**src/design/ctd_pkg.sv**
```systemverilog
// Shared types and constants for the counting trie dictionary.
// No dependencies; every design file imports this package.
package ctd_pkg;

  localparam int NODE_COUNT = 4096;
  localparam int NODE_W     = $clog2(NODE_COUNT);
  localparam int USED_W     = NODE_W + 1;
  localparam int ALPHA      = 26;
  localparam int SYM_W      = 5;
  localparam int MAX_WORD   = 32;
  localparam int IDX_W      = $clog2(MAX_WORD);
  localparam int LEN_W      = IDX_W + 1;
  localparam int CNT_W      = 16;
  localparam int ACT_W      = 2;
  localparam int STAT_W     = 2;

  localparam logic [ACT_W-1:0] ACT_INSERT = 2'd0;
  localparam logic [ACT_W-1:0] ACT_SEARCH = 2'd1;
  localparam logic [ACT_W-1:0] ACT_PREFIX = 2'd2;
  localparam logic [ACT_W-1:0] ACT_REMOVE = 2'd3;

  localparam logic [STAT_W-1:0] ST_OK        = 2'd0;
  localparam logic [STAT_W-1:0] ST_NOT_FOUND = 2'd1;
  localparam logic [STAT_W-1:0] ST_POOL_FULL = 2'd2;
  localparam logic [STAT_W-1:0] ST_TOO_LONG  = 2'd3;

  // One node: its counts and its child links (zero means no child).
  typedef struct packed {
    logic [CNT_W-1:0]             word;
    logic [CNT_W-1:0]             prefix;
    logic [ALPHA-1:0][NODE_W-1:0] link;
  } ctd_row_t;

  // Letter buffer view seen by the engine.
  typedef struct packed {
    logic [LEN_W-1:0] len;
    logic [SYM_W-1:0] sym;
  } ctd_buf_t;

  // Finished request result.
  typedef struct packed {
    logic              valid;
    logic [CNT_W-1:0]  count;
    logic [STAT_W-1:0] status;
  } ctd_res_t;

endpackage

```
**src/design/ctd_word_buf.sv**
```systemverilog
// Letter buffer for the word being collected, with saturating length.
// Depends on ctd_pkg.
module ctd_word_buf (
  input  logic                      clk,
  input  logic                      rst_n,
  input  logic                      wr_en,
  input  logic [ctd_pkg::SYM_W-1:0] wr_sym,
  input  logic                      clear,
  input  logic [ctd_pkg::LEN_W-1:0] rd_idx,
  output ctd_pkg::ctd_buf_t         view
);
  import ctd_pkg::*;

  logic [SYM_W-1:0] letters_r [MAX_WORD];
  logic [LEN_W-1:0] len_r;
  logic [LEN_W-1:0] len_nxt;
  logic [SYM_W-1:0] sym_clamped;

  // Fold letters beyond the alphabet onto the last one.
  assign sym_clamped = (wr_sym >= SYM_W'(ALPHA)) ? SYM_W'(ALPHA - 1) : wr_sym;

  always_comb begin
    len_nxt = len_r;
    if (clear) begin
      len_nxt = '0;
    end else if (wr_en) begin
      if (len_r < LEN_W'(MAX_WORD)) begin
        len_nxt = len_r + 1'b1;
      end else begin
        len_nxt = LEN_W'(MAX_WORD + 1);
      end
    end
  end

  always_ff @(posedge clk) begin
    if (!rst_n) begin
      len_r <= '0;
    end else begin
      len_r <= len_nxt;
    end
  end

  always_ff @(posedge clk) begin
    if (wr_en && !clear && len_r < LEN_W'(MAX_WORD)) begin
      letters_r[len_r[IDX_W-1:0]] <= sym_clamped;
    end
  end

  assign view.len = len_r;
  assign view.sym = letters_r[rd_idx[IDX_W-1:0]];

endmodule

```
**config.mk**
```make
export PLATFORM = sky130hd
export DESIGN_NAME = ctd_word_buf
export DESIGN_NICKNAME = d
export VERILOG_FILES = /design/src/design/ctd_pkg.sv /design/src/design/ctd_word_buf.sv
export SDC_FILE = /design/constraint.sdc
export NUM_CORES = 1
export LEC_CHECK = 0
export BUFFER_PORTS_ARGS = -buffer_cell sky130_fd_sc_hd__buf_2
export CORE_ASPECT_RATIO = 0.75
export CORE_MARGIN = 2
export CORE_UTILIZATION = 33
export DETAILED_ROUTE_END_ITERATION = 7
export PLACE_DENSITY_LB_ADDON = 0.3
export SETUP_SLACK_MARGIN = 0.15
export SLEW_MARGIN = 20
export SYNTH_ARGS = -nofsm -noshare
export SYNTH_HDL_FRONTEND = slang
export SYNTH_SLANG_ARGS = --single-unit
```
**constraint.sdc**
```tcl
create_clock -name clk -period 3.2 [get_ports clk]
set_input_delay 0.32 -clock clk [delete_from_list [all_inputs] [get_ports clk]]
set_output_delay 0.32 -clock clk [all_outputs]
set_load 0.1 [all_outputs]
```
# Word-level counts from Yosys, hierarchy flattened

Memory sizes are Yosys's and may differ from the RTL's.
Index checks and enable logic that the tools add are counted.

Word-level logic and storage cells: 14
Output and inout port bits: 11
Input port bits: 15
Memory bits (writable): 160
Register bits: 6
Memories: 1

Memory list:

| name      | words | width | read ports | clocked after memory_dff | write ports | RTL line           | text |
|---|---|---|---|---|---|---|---|
| letters_r | 32    | 5     | 1          | 0                        | 1           | ctd_word_buf.sv:14 | `logic [SYM_W-1:0] letters_r [MAX_WORD];` |

Reduce and logical (&&, ||, !) cells: 4
$add $sub $neg: 1
Bitwise logic cells: 1
Multiplexer cells: 4
Order comparisons: 2

Operators with widths:

| kind                                                           | number |
|---|---|
| 6-bit by 1-bit adder with 6-bit output (second input constant) | 1 |
| 6-bit less-than comparator (second input constant)             | 1 |
| 6-bit two-way mux                                              | 1 |
| 5-bit >= comparator (second input constant)                    | 1 |
| 5-bit two-way mux                                              | 1 |
| 1-bit logical AND                                              | 2 |
| 1-bit two-way mux                                              | 2 |
| 2-bit OR reduction                                             | 1 |
| 1-bit zero test                                                | 1 |
| 1-bit inverter                                                 | 1 |

# Depth between registers and ports, before layout

Depth after elaboration: 5
Gate-level depth with buffers: 5
Mapped depth without buffers: 4

# Worst setup path before layout

OpenSTA, ideal clock, no wires.

Kind: input-to-output
From: in rd_idx[1] in the netlist's numbering
To: out view[0] in the netlist's numbering
Stages: 5
Path slack: 809 ps
Data required time: 2880 ps
Buffers on the path: 2
Data arrival time: 2071 ps
Path through: buf_2 -> buf_6 -> mux4_2 -> mux4_2 -> mux2_2

RTL lines:

| item        | RTL line           | text |
|---|---|---|
| from (decl) | ctd_word_buf.sv:9  | `input logic [ctd_pkg::LEN_W-1:0] rd_idx,` |
| to (decl)   | ctd_word_buf.sv:10 | `output ctd_pkg::ctd_buf_t view` |

==> impl_metrics.py <==
metrics = {
    "clocking": {
        "root_buffer": "clkbuf_16",
        "cts_tree": "yes",
        "ctsHoldBuffers": 0,
        "cts.sink_count": 166,
        "h-tree-depth": 4,
        "cts_buffer_depth": 2,
        "cts-resized-gates": 0,
        "path_clk_slew_ns": 0.07,
        "clk-insertion-delay-late_ns": 0.42,
        "cts_setup_buffers": 0,
        "cts_inserted_buffers": 17,
    },
    "global_route": {
        "grt_pass1_wl_um": 19000,
        "grt_max_degree": 41,
        "grt-ovfl-total": 0,
        "grt_use_total": 0.126,
        "grt_pass1_vias": 3066,
        "antenna_found_initial": 0,
    },
    "pwr": {
        "p_leak_nw": 2.36,
        "p_total_mw": 4.66,
        "pwr_density_cell_mw_per_mm2": 613,
        "peakVddDrop_v": 0.000376,
    },
    "placed_design": {
        "place.port_buffers": 24,
        "hpwl_um": 8120,
        "dpl_cell_area_mm2": 0.00702,
        "preCtsSetupSlack_ns": 0.396,
        "place_congestion": 0.754,
        "place_inst": 580,
    },
    "worst_setup_path": {
        "required_ns": 2.88,
        "cp-end-kind": "output pin",
        "cp_slowest_cell": "mux4_2",
        "critical_path_class": "input pin to output pin",
        "cp_cell_sequence": "buf_2, buf_12, mux4_2, mux4_2, mux2_2, buf_2",
        "crit_path_max_incr_delay_ns": 0.61,
        "cp-start-kind": "input pin",
        "arrival_ns": 2.47,
        "cp_max_fo": 40,
    },
    "logic_synthesis": {
        "synth_top_cell_by_area": "edfxtp_1",
        "synth_edf_count": 160,
        "yosys-top-cells-count": "edfxtp_1, mux4_2, nor2_1",
        "synthCells": 313,
        "syn-cell-area_mm2": 0.00660,
        "avgSynthCellArea_um2": 21.1,
        "synth.top_cell.area_share": 0.728,
        "synth_ff_type": "edfxtp_1",
        "ys_types": 28,
        "ys_ff_latch": 166,
        "synthArstFlopShare": 0,
        "synth.most_common_cell": "edfxtp_1",
        "synth_fp_nets": 332,
        "synth-seq-area-share": 0.746,
        "yosysWarnings": 0,
        "synthTopCellsByArea": "edfxtp_1, mux4_2, nor2_1",
    },
    "floorplan": {
        "core_mm2": 0.0195,
        "io_pins": 26,
        "chipHeight_um": 127,
        "start_util": 0.339,
        "die_w_um": 167,
        "num_rows": 44,
        "dieArea_mm2": 0.0212,
    },
    "cells_and_area": {
        "post-route-util": 0.390,
        "fin_nets": 365,
        "stdcell_area_mm2": 0.00760,
        "drive_above_1_share": 0.331,
        "fin_cells": 612,
        "antenna_cells": 0,
        "synthToLayoutAreaGrowth_pct": 15.1,
    },
    "sta": {
        "worst_pin_slew_ns": 0.606,
        "final-hold-violation-count": 0,
        "drv_slew": 0,
        "finClkSkew_ns": 0.00751,
        "rsz0062_at_grt": "false",
        "max_freq_mhz": 358,
        "slew_headroom": 0.596,
        "hold_ws_ns": 0.207,
        "setup-violations-final": 0,
        "fin_ws_ns": 0.408,
        "timing.final.crit_share": 0.872,
        "finalSetupTns_ns": 0,
        "fin_crit_ns": 2.79,
    },
    "detailed_routing": {
        "num_vias": 3038,
        "drc": 0,
        "routedWlPerCell_um": 20.5,
        "avgViaCountPerCell": 4.96,
        "first_pass_iters": 4,
        "antenna_left": 0,
        "routed_wl_um": 12500,
        "drt_iter0_markers": 233,
    },
    "min_path": {
        "hp-class": "input pin to flip-flop",
    },
    "flow_run": {
        "max_cap_violations": 0,
    },
    "outcome": {
        "status": "finished clean",
    },
}
## path summary, 6_finish.rpt
path	from	end	slack [ns]	depth (start not counted)
worst max-delay path	rd_idx[1]	view[2]	0.41	6
worst min-delay path	rst_n	len_r[1]$_SDFFE_PP0P_	0.21	3
worst max register to register	len_r[5]$_SDFFE_PP0P_	letters_r[11][4]$_DFFE_PP_	1.12	3
worst min register to register	len_r[5]$_SDFFE_PP0P_	len_r[5]$_SDFFE_PP0P_	0.57	1
## metal layers
layer	global-route usage	up-vias	part of all wire
met4	0.0563	0	0.025
met5	0	-	0
met1	0.179	1597	0.47
li1	-	1342	-
met2	0.185	80	0.46
met3	0.0328	19	0.054
## critical path, delay by kind of cell
family	cells	cell delay, ns
mux	3	1.42
buf+inv	3	0.70
## power breakdown
part | switching [mW] | leakage (nW) | internal (mW)
Clock | 0.831 | 0.270 | 1.16
Combinational | 0.182 | 0.603 | 0.0964
Sequential | 0.00251 | 1.49 | 2.39
## cells by family (layout without fill, tap and decap cells)
| kind of cell | count (synthesis) | in the layout | share of synthesized area |
|---|---|---|---|
| flops | 166 | 166 | 0.746 |
| simple gates | 62 | 62 | 0.0417 |
| mux | 55 | 55 | 0.179 |
| buf+inv | 18 | 64 | 0.0155 |
| compound gates | 5 | 5 | 0.00626 |
| fa+ha+maj | 4 | 4 | 0.00758 |
| xor+xnor | 3 | 3 | 0.00398 |
## area by class of cell
class	count	area (µm²)
Tap cell	253	317
Clock inverter	13	149
Sequential cell	166	4920
Multi-Input combinational cell	129	1580
Inverter	2	7.51
Timing Repair Buffer	30	190
Clock buffer	19	433
Fill cell	1777	11900
## state kept, by name (all words and copies together), names as in the netlist
| signal | cells |
|---|---|
| len_r | 6 |
| letters_r | 160 |
## cell usage in the layout (no fill, tap or decap), types with 2 or more instances in the layout
master,n
mux4_2,50
edfxtp_1,160
xor2_1,3
inv_1,2
nor2_1,40
clkinv_4,3
buf_12,2
buf_4,4
buf_2,24
clkinvlp_4,4
inv_6,2
clkbuf_16,17
nand4_1,2
nand3b_1,2
ha_1,4
or3b_2,2
and2_1,2
bufinv_16,2
dfxtp_1,6
mux2_2,5
nand2_1,8
clkbuf_1,2
(Power assumes the default switching activity.)
