<file path="src/design/ctd_pkg.sv">
// Shared types and constants for the counting trie dictionary.
// No dependencies; every design file imports this package.
package ctd_pkg;

  localparam int NODE_COUNT = 4096;
  localparam int NODE_W     = $clog2(NODE_COUNT);
  localparam int USED_W     = NODE_W + 1;
  localparam int ALPHA      = 26;
  localparam int SYM_W      = 5;
  localparam int MAX_WORD   = 32;
  localparam int IDX_W      = $clog2(MAX_WORD);
  localparam int LEN_W      = IDX_W + 1;
  localparam int CNT_W      = 16;
  localparam int ACT_W      = 2;
  localparam int STAT_W     = 2;

  localparam logic [ACT_W-1:0] ACT_INSERT = 2'd0;
  localparam logic [ACT_W-1:0] ACT_SEARCH = 2'd1;
  localparam logic [ACT_W-1:0] ACT_PREFIX = 2'd2;
  localparam logic [ACT_W-1:0] ACT_REMOVE = 2'd3;

  localparam logic [STAT_W-1:0] ST_OK        = 2'd0;
  localparam logic [STAT_W-1:0] ST_NOT_FOUND = 2'd1;
  localparam logic [STAT_W-1:0] ST_POOL_FULL = 2'd2;
  localparam logic [STAT_W-1:0] ST_TOO_LONG  = 2'd3;

  // One node: its counts and its child links (zero means no child).
  typedef struct packed {
    logic [CNT_W-1:0]             word;
    logic [CNT_W-1:0]             prefix;
    logic [ALPHA-1:0][NODE_W-1:0] link;
  } ctd_row_t;

  // Letter buffer view seen by the engine.
  typedef struct packed {
    logic [LEN_W-1:0] len;
    logic [SYM_W-1:0] sym;
  } ctd_buf_t;

  // Finished request result.
  typedef struct packed {
    logic              valid;
    logic [CNT_W-1:0]  count;
    logic [STAT_W-1:0] status;
  } ctd_res_t;

endpackage

</file>
<file path="src/design/ctd_engine.sv">
// Request sequencer: clearing pass, check walk and update walk over the node store.
// Depends on ctd_pkg; drives ctd_node_ram and ctd_word_buf.
module ctd_engine (
  input  logic                       clk,
  input  logic                       rst_n,
  input  logic                       start,
  input  logic [ctd_pkg::ACT_W-1:0]  start_act,
  input  logic                       res_taken,
  input  ctd_pkg::ctd_buf_t          word,
  input  ctd_pkg::ctd_row_t          rd_row,
  output logic                       idle,
  output logic [ctd_pkg::LEN_W-1:0]  buf_idx,
  output logic                       buf_clear,
  output logic                       wr_en,
  output logic [ctd_pkg::NODE_W-1:0] wr_addr,
  output ctd_pkg::ctd_row_t          wr_row,
  output logic                       rd_en,
  output logic [ctd_pkg::NODE_W-1:0] rd_addr,
  output ctd_pkg::ctd_res_t          res
);
  import ctd_pkg::*;

  localparam logic [2:0] S_CLEAR  = 3'd0;
  localparam logic [2:0] S_IDLE   = 3'd1;
  localparam logic [2:0] S_LAUNCH = 3'd2;
  localparam logic [2:0] S_CHECK  = 3'd3;
  localparam logic [2:0] S_UPDATE = 3'd4;
  localparam logic [2:0] S_RESULT = 3'd5;

  localparam logic [CNT_W-1:0] CNT_MAX = '1;

  logic [2:0]        state_r, state_nxt;
  logic [ACT_W-1:0]  act_r, act_nxt;
  logic [NODE_W-1:0] node_r, node_nxt;
  logic [LEN_W-1:0]  idx_r, idx_nxt;
  logic [USED_W-1:0] used_r, used_nxt;
  logic [NODE_W-1:0] clr_r, clr_nxt;
  logic [CNT_W-1:0]  cnt_r, cnt_nxt;
  logic [STAT_W-1:0] stat_r, stat_nxt;

  logic [NODE_W-1:0] child;
  logic              present;
  logic [USED_W-1:0] free_nodes;
  logic [USED_W-1:0] need_nodes;
  ctd_row_t          row_mod;

  assign child      = rd_row.link[word.sym];
  assign present    = (node_r == '0) || (rd_row.prefix != '0);
  assign free_nodes = USED_W'(NODE_COUNT) - used_r;
  assign need_nodes = USED_W'(word.len - idx_r);

  always_comb begin
    state_nxt = state_r;
    act_nxt   = act_r;
    node_nxt  = node_r;
    idx_nxt   = idx_r;
    used_nxt  = used_r;
    clr_nxt   = clr_r;
    cnt_nxt   = cnt_r;
    stat_nxt  = stat_r;
    wr_en     = 1'b0;
    wr_addr   = node_r;
    row_mod   = rd_row;
    rd_en     = 1'b0;
    rd_addr   = '0;
    buf_clear = 1'b0;

    case (state_r)
      S_CLEAR: begin
        // Zero one row per cycle after reset.
        wr_en   = 1'b1;
        wr_addr = clr_r;
        row_mod = '0;
        clr_nxt = clr_r + 1'b1;
        if (clr_r == NODE_W'(NODE_COUNT - 1)) begin
          state_nxt = S_IDLE;
        end
      end
      S_IDLE: begin
        if (start) begin
          act_nxt   = start_act;
          state_nxt = S_LAUNCH;
        end
      end
      S_LAUNCH: begin
        node_nxt = '0;
        idx_nxt  = '0;
        if (word.len > LEN_W'(MAX_WORD)) begin
          cnt_nxt   = '0;
          stat_nxt  = ST_TOO_LONG;
          state_nxt = S_RESULT;
        end else begin
          rd_en     = 1'b1;
          state_nxt = S_CHECK;
        end
      end
      S_CHECK: begin
        if (act_r == ACT_INSERT) begin
          // Count the existing part of the path.
          if (idx_r == word.len || child == '0) begin
            if (need_nodes > free_nodes) begin
              cnt_nxt   = '0;
              stat_nxt  = ST_POOL_FULL;
              state_nxt = S_RESULT;
            end else begin
              rd_en     = 1'b1;
              node_nxt  = '0;
              idx_nxt   = '0;
              state_nxt = S_UPDATE;
            end
          end else begin
            rd_en    = 1'b1;
            rd_addr  = child;
            node_nxt = child;
            idx_nxt  = idx_r + 1'b1;
          end
        end else if (!present) begin
          cnt_nxt   = '0;
          stat_nxt  = ST_NOT_FOUND;
          state_nxt = S_RESULT;
        end else if (idx_r == word.len) begin
          if (act_r == ACT_PREFIX) begin
            cnt_nxt   = rd_row.prefix;
            stat_nxt  = ST_OK;
            state_nxt = S_RESULT;
          end else if (rd_row.word == '0) begin
            cnt_nxt   = '0;
            stat_nxt  = ST_NOT_FOUND;
            state_nxt = S_RESULT;
          end else if (act_r == ACT_SEARCH) begin
            cnt_nxt   = rd_row.word;
            stat_nxt  = ST_OK;
            state_nxt = S_RESULT;
          end else begin
            rd_en     = 1'b1;
            node_nxt  = '0;
            idx_nxt   = '0;
            state_nxt = S_UPDATE;
          end
        end else if (child == '0) begin
          cnt_nxt   = '0;
          stat_nxt  = ST_NOT_FOUND;
          state_nxt = S_RESULT;
        end else begin
          rd_en    = 1'b1;
          rd_addr  = child;
          node_nxt = child;
          idx_nxt  = idx_r + 1'b1;
        end
      end
      S_UPDATE: begin
        // Adjust this node's counts and links, write it back, fetch the child.
        wr_en = 1'b1;
        if (node_r != '0) begin
          if (act_r == ACT_INSERT) begin
            if (rd_row.prefix != CNT_MAX) begin
              row_mod.prefix = rd_row.prefix + 1'b1;
            end
          end else if (rd_row.prefix != '0) begin
            row_mod.prefix = rd_row.prefix - 1'b1;
          end
        end
        if (idx_r == word.len) begin
          if (act_r == ACT_INSERT) begin
            if (rd_row.word != CNT_MAX) begin
              row_mod.word = rd_row.word + 1'b1;
            end
          end else if (rd_row.word != '0) begin
            row_mod.word = rd_row.word - 1'b1;
          end
          cnt_nxt   = row_mod.word;
          stat_nxt  = ST_OK;
          state_nxt = S_RESULT;
        end else begin
          rd_en = 1'b1;
          if (act_r == ACT_INSERT && child == '0) begin
            row_mod.link[word.sym] = used_r[NODE_W-1:0];
            rd_addr  = used_r[NODE_W-1:0];
            node_nxt = used_r[NODE_W-1:0];
            used_nxt = used_r + 1'b1;
          end else begin
            rd_addr  = child;
            node_nxt = child;
          end
          idx_nxt = idx_r + 1'b1;
        end
      end
      S_RESULT: begin
        if (res_taken) begin
          buf_clear = 1'b1;
          state_nxt = S_IDLE;
        end
      end
      default: begin
        state_nxt = S_IDLE;
      end
    endcase
  end

  always_ff @(posedge clk) begin
    if (!rst_n) begin
      state_r <= S_CLEAR;
      used_r  <= USED_W'(1);
      clr_r   <= '0;
    end else begin
      state_r <= state_nxt;
      used_r  <= used_nxt;
      clr_r   <= clr_nxt;
    end
  end

  always_ff @(posedge clk) begin
    act_r  <= act_nxt;
    node_r <= node_nxt;
    idx_r  <= idx_nxt;
    cnt_r  <= cnt_nxt;
    stat_r <= stat_nxt;
  end

  assign wr_row     = row_mod;
  assign idle       = (state_r == S_IDLE);
  assign buf_idx    = idx_r;
  assign res.valid  = (state_r == S_RESULT);
  assign res.count  = cnt_r;
  assign res.status = stat_r;

endmodule

</file>
<file path="config.mk">
export PLATFORM = sky130hd
export DESIGN_NAME = ctd_engine
export DESIGN_NICKNAME = d
export VERILOG_FILES = /design/src/design/ctd_pkg.sv /design/src/design/ctd_engine.sv
export SDC_FILE = /design/constraint.sdc
export NUM_CORES = 1
export LEC_CHECK = 0
export CELL_PAD_IN_SITES_DETAIL_PLACEMENT = 0
export CELL_PAD_IN_SITES_GLOBAL_PLACEMENT = 1
export CORE_AREA = 2 2 298 300
export DETAILED_ROUTE_END_ITERATION = 10
export DIE_AREA = 0 0 300 302
export DONT_BUFFER_PORTS = 1
export PLACE_DENSITY_LB_ADDON = 0.1
export SLEW_MARGIN = 10
export SYNTH_ARGS = -nofsm -noshare
export SYNTH_HDL_FRONTEND = slang
export SYNTH_SLANG_ARGS = --single-unit
</file>
<file path="constraint.sdc">
create_clock -name clk -period 5.2 [get_ports clk]
set_input_delay 1.04 -clock clk [delete_from_list [all_inputs] [get_ports clk]]
set_output_delay 1.04 -clock clk [all_outputs]
set_load 0.02 [all_outputs]
</file>
==> Yosys cells after proc, flatten, opt, wreduce, memory -nomap -nowiden <==
Index checks and enable logic that the tools add are counted.
{ "word_totals": {"regBits": 66, "inputBits": 361} }
{ "classes": {"add_sub_neg": 9, "n_lt_le_gt_ge": 4, "eq_ne": 27, "muxes": 101, "bitwise": 1, "reduce_logical": 19} }
{ "op_table": {"columns": ["cell", "count"], "rows": [
  ["one-hot mux 344 bit (2 select lines)", 1],
  ["two-way mux 312 bit", 2],
  ["bitwise mux 312 bit", 1],
  ["two-way mux 16 bit", 19],
  ["two-way mux 12 bit", 20],
  ["binary-select mux 12 bit (select 5 bit)", 1],
  ["demux 12 bit (select 5 bit)", 1],
  ["two-way mux 6 bit", 10],
  ["one-hot mux 16 bit (3 select lines)", 1],
  ["one-hot mux 12 bit (3 select lines)", 1],
  ["adder 16 x 1 -> 16 bit (second input constant)", 2],
  ["inequality test 16 bit (second input constant)", 2],
  ["nonzero test 16 bit", 2],
  ["subtractor 16 x 1 -> 16 bit (second input constant)", 2],
  ["two-way mux 3 bit", 10],
  ["zero test 12 bit", 2],
  ["one-hot mux 12 bit (2 select lines)", 1],
  ["two-way mux 2 bit", 11],
  ["inequality test 4 bit (second input constant)", 5],
  ["two-way mux 1 bit", 18],
  ["one-hot mux 3 bit (6 select lines)", 1],
  ["one-hot mux 6 bit (3 select lines)", 1],
  ["zero test 16 bit", 1],
  ["adder 13 x 1 -> 13 bit (second input constant)", 1],
  ["other kinds (34)", 45]
]} }

==> Longest topological paths before layout <==
{ "depth": {"word_depth": 8, "ltp_mapped": 17, "depth_no_buf": 17} }

==> Least setup slack after synthesis <==
OpenSTA, ideal clock, no wires.
{ "synth_timing": {"path_type": "input -> register", "startpoint": "input port word[5] (netlist bit)", "endpoint": "register cnt_r[0], enable pin", "setup_ns": 0.421, "arrival_ns": 4.925, "required_time_ns": 4.779, "setup_slack_ns": -0.146, "path_stages": 17, "path_cell_list": "inv_1 -> ha_1 -> inv_1 -> fa_1 -> a21oi_1 -> nor2_1 -> nor2_1 -> o21bai_1 -> a21oi_1 -> ha_1 -> nand3_1 -> nor4_1 -> a221oi_1 -> o21ai_0 -> nand2_1 -> o21ai_0 -> a211oi_1"} }
{ "synth_between": {"elab_chain_cells": 4, "elab_cells_between_ends": 12, "cone_classes": "add/sub (1); order compare (2); eq/ne (7); reduce/logical (2)"} }
{ "synth_rtl": {"columns": ["element", "line", "text"], "rows": [
  ["start, declared", "ctd_engine.sv:9", "input ctd_pkg::ctd_buf_t word,"],
  ["subtractor 6 x 6 -> 7 bit or == test 6 bit (tied branches)", null, null],
  ["> comparator 13 bit or logical OR 1 bit (tied branches)", "ctd_engine.sv:101, ctd_engine.sv:100", null],
  ["inequality test 3 bit (no line)", null, null],
  ["AND reduction 7 bit (no line) (*)", null, null],
  ["end signal, assigned", "ctd_engine.sv:216", "cnt_r <= cnt_nxt;"],
  ["end, declared", "ctd_engine.sv:38", "logic [CNT_W-1:0] cnt_r, cnt_nxt;"]
]} }
Every way passes the cells marked *; elsewhere a longest branch is shown, timed or not.
A chain may end at the register's enable or synchronous reset.

==> qor.txt <==
Hold Path Class: reg2reg
Pleak: 6.67 nW
Crit path capture type: output port
Synth Net Count: 2122
Highest clock rate: 190 MHz
Finished Layout Cells: 3109
Total grt overflow: 0
Die area: 90600 µm²
Clk sink count: 66
Final ANT Viol Nets: 0
Flops & latches, synth: 66
Synthesized area per cell: 7.33 µm²
Period minus WS final: 5.27 ns
Starting Density: 14.5%
Finished Cell Area: 17800 µm²
Total GRT Usage: 23.9%
Detailed Route Iter0 Violations: 1647
PwrDens: 397 nW/µm²
RSZ-0062 raised after global routing: yes
Dpl hpwl: 93.5 mm
Hold buffer count at cts: 0
Peak VDD IR: 269 µV
Final WL: 116 mm
Crit Path Max Fanout: 115
Share of cells above drive strength 1: 25.6%
Root Buffer: clkbuf_16
Clock skew: 0.00918 ns
Port bufs: 0
DR vias: 16600
Worst EP arrival: 4.23 ns
Post-Syn Instances: 1731
Number of synthesized flops with an enable pin: 38
Critical path class: in2out
Final hold vios: 0
P&R area growth vs syn: 40.1%
Row count: 109
Final setup viols: 37
Post-placement cell count: 3062
Synth async-reset ratio: 0%
I/O pins: 758
Status: finished with violations
Post-synthesis sequential area ratio: 13.4%
Nets@finish: 2307
DR WL/cell: 37.3 µm
Initial antenna violation count: 17
Syn. warnings: 0
TritonRoute pass-1 iters: 6
Worst Setup Slack, final: -0.0669 ns
Largest net degree at the start of global routing: 216
Total Power: 7.07 mW
Htree depth: 3
Clk pin slew, worst setup/hold paths: 0.07 ns
Worst-Skew Late Latency: 0.37 ns
Max-slew violation count: 0
Synth Flop Type: edfxtp_1
TritonCTS clock tree: built
Failing checks: setup timing
Max-cap check violation count: 0
Core Area: 87600 µm²
Synth cell types: 76
Startpoint Class: primary input
Post-route clock period utilization: 101%
CTS Buf Count: 9
Worst Tran Pin Value: 1.18 ns
GP Congestion: 0.924
Mapped cell area: 12700 µm²
Vias in the first global route: 15800
Global-route wire length before repair: 149 mm
DP Area: 17000 µm²
Slew margin rel.: 21.2%
Chip width: 300 µm
Total negative setup slack: -1.13 ns
Via/cell ratio: 5.33
Worst Path Required: 4.16 ns
Die Y-Extent: 302 µm
DRC violations left: 0
Clk buf depth: 2
state kept, by name, indices dropped and copies added (netlist names):
signal and flops:
cnt_r 16, used_r 13, clr_r 12, node_r 12, buf_idx 6, state_r 3, act_r 2, stat_r 2
repair_timing:
action / 4_1_cts / 5_1_grt
pin swaps: 4 / 16
resized for setup: 25 / 35
buffers inserted: 3 / 2
setup endpoints to repair: 325 / 252
cloned: 0 / 3
cell usage after synthesis (24+ instances only):
master | instances | share of area [%]
clkbuf_1 | 112 | 3.3
a21oi_1 | 56 | 2.2
dfxtp_1 | 28 | 4.4
nor3_1 | 29 | 1.1
nor2_1 | 127 | 3.8
and3_1 | 28 | 1.4
buf_2 | 34 | 1.3
mux2i_1 | 76 | 6.0
mux4_2 | 38 | 6.7
edfxtp_1 | 38 | 9.0
nand3_1 | 45 | 1.8
a22o_1 | 205 | 14
ha_1 | 29 | 2.9
xnor2_1 | 24 | 1.7
nand4_1 | 28 | 1.4
buf_1 | 28 | 0.83
nand2_1 | 252 | 7.5
o21ai_0 | 157 | 6.2
inv_1 | 32 | 0.95
critical path, cell delays in order:
cell	delay, ns
mux4_2	0.58
mux2i_2	0.24
nand2_1	0.08
o211ai_1	0.12
buf_4	0.18
nand4b_1	0.18
or3_4	0.43
buf_12	0.18
nor4b_4	0.33
buf_12	0.21
a22o_1	0.25
buf_4	0.19
power by group:
| part | leakage (nW) | total (mW) | internal [mW] | switching [mW] |
|---|---|---|---|---|
| registers | 0.578 | 0.762 | 0.653 | 0.109 |
| logic | 5.95 | 5.63 | 2.06 | 3.57 |
| clock network | 0.149 | 0.680 | 0.380 | 0.299 |
cell usage in the layout, fill, tap and decap left out, types with 15 or more instances in the layout:
master | synthesis | routed
o21ai_0 | 157 | 149
mux4_2 | 38 | 38
nor4_1 | 19 | 15
mux2i_1 | 76 | 71
nor3_1 | 29 | 25
nand2_1 | 252 | 251
nand3_1 | 45 | 44
a21oi_1 | 56 | 54
a32o_1 | 21 | 21
o31ai_1 | 18 | 18
and3_1 | 28 | 28
buf_4 | 6 | 276
diode_2 | 0 | 23
inv_1 | 32 | 32
edfxtp_1 | 38 | 38
ha_1 | 29 | 29
dfxtp_1 | 28 | 28
buf_12 | 0 | 77
nand4_1 | 28 | 28
xnor2_1 | 24 | 24
and2_1 | 15 | 15
nor2_1 | 127 | 125
nand2b_1 | 17 | 16
xor2_1 | 22 | 22
a31oi_1 | 16 | 16
a22o_1 | 205 | 196
kinds of logic (layout without fill, tap and decap cells):
family	after synthesis	after routing	share of synthesized area (%)
fa+ha+maj	30	30	3.02
simple gates	643	643	25.0
flops	66	66	13.4
xor+xnor	46	46	3.17
other cells	0	23	0
compound gates	595	595	33.8
buf+inv	225	415	7.82
mux	126	126	13.8
cell type report:
class / count / area, µm²
diodes: 23 / 57.6
clock buffers: 9 / 225
clock inverters: 7 / 83.8
fillers: 10000 / 69800
inverters: 34 / 128
multi-input cells: 1440 / 10300
flip-flops and latches: 66 / 1700
well taps: 1165 / 1460
repair buffers: 365 / 3790
worst paths after layout:
kind,start,end,slack (ns),depth (start not counted)
setup / recovery,word[1],wr_row[287],-0.07,12
hold / removal,used_r[12],used_r[12],0.49,2
setup reg to reg,buf_idx[2],cnt_r[8],1.15,20
hold reg to reg,used_r[12],used_r[12],0.49,2
routing by layer:
| metal | share of wire [%] | GRT usage [%] | routed length [µm] | up-vias |
|---|---|---|---|---|
| met4 | 2.6 | 6.44 | 3060 | 6 |
| met3 | 8.8 | 7.20 | 10300 | 126 |
| met5 | 0.14 | 1.04 | 168 | - |
| met1 | 43 | 31.4 | 49900 | 8451 |
| li1 | - | - | - | 7009 |
| met2 | 45 | 37.7 | 52700 | 965 |
through the flow:
step                hold slack [ns]  utilization [%]  setup WS (ns)
floorplan                     0.455                -          0.191
global placement              0.480             19.4         -0.674
detailed placement            0.487             19.4         -0.636
CTS                           0.498             19.9      -0.000802
global route                  0.518             20.3        -0.0648
finish                        0.492             20.3        -0.0669
Note: power is estimated with default switching activity, not from simulation.
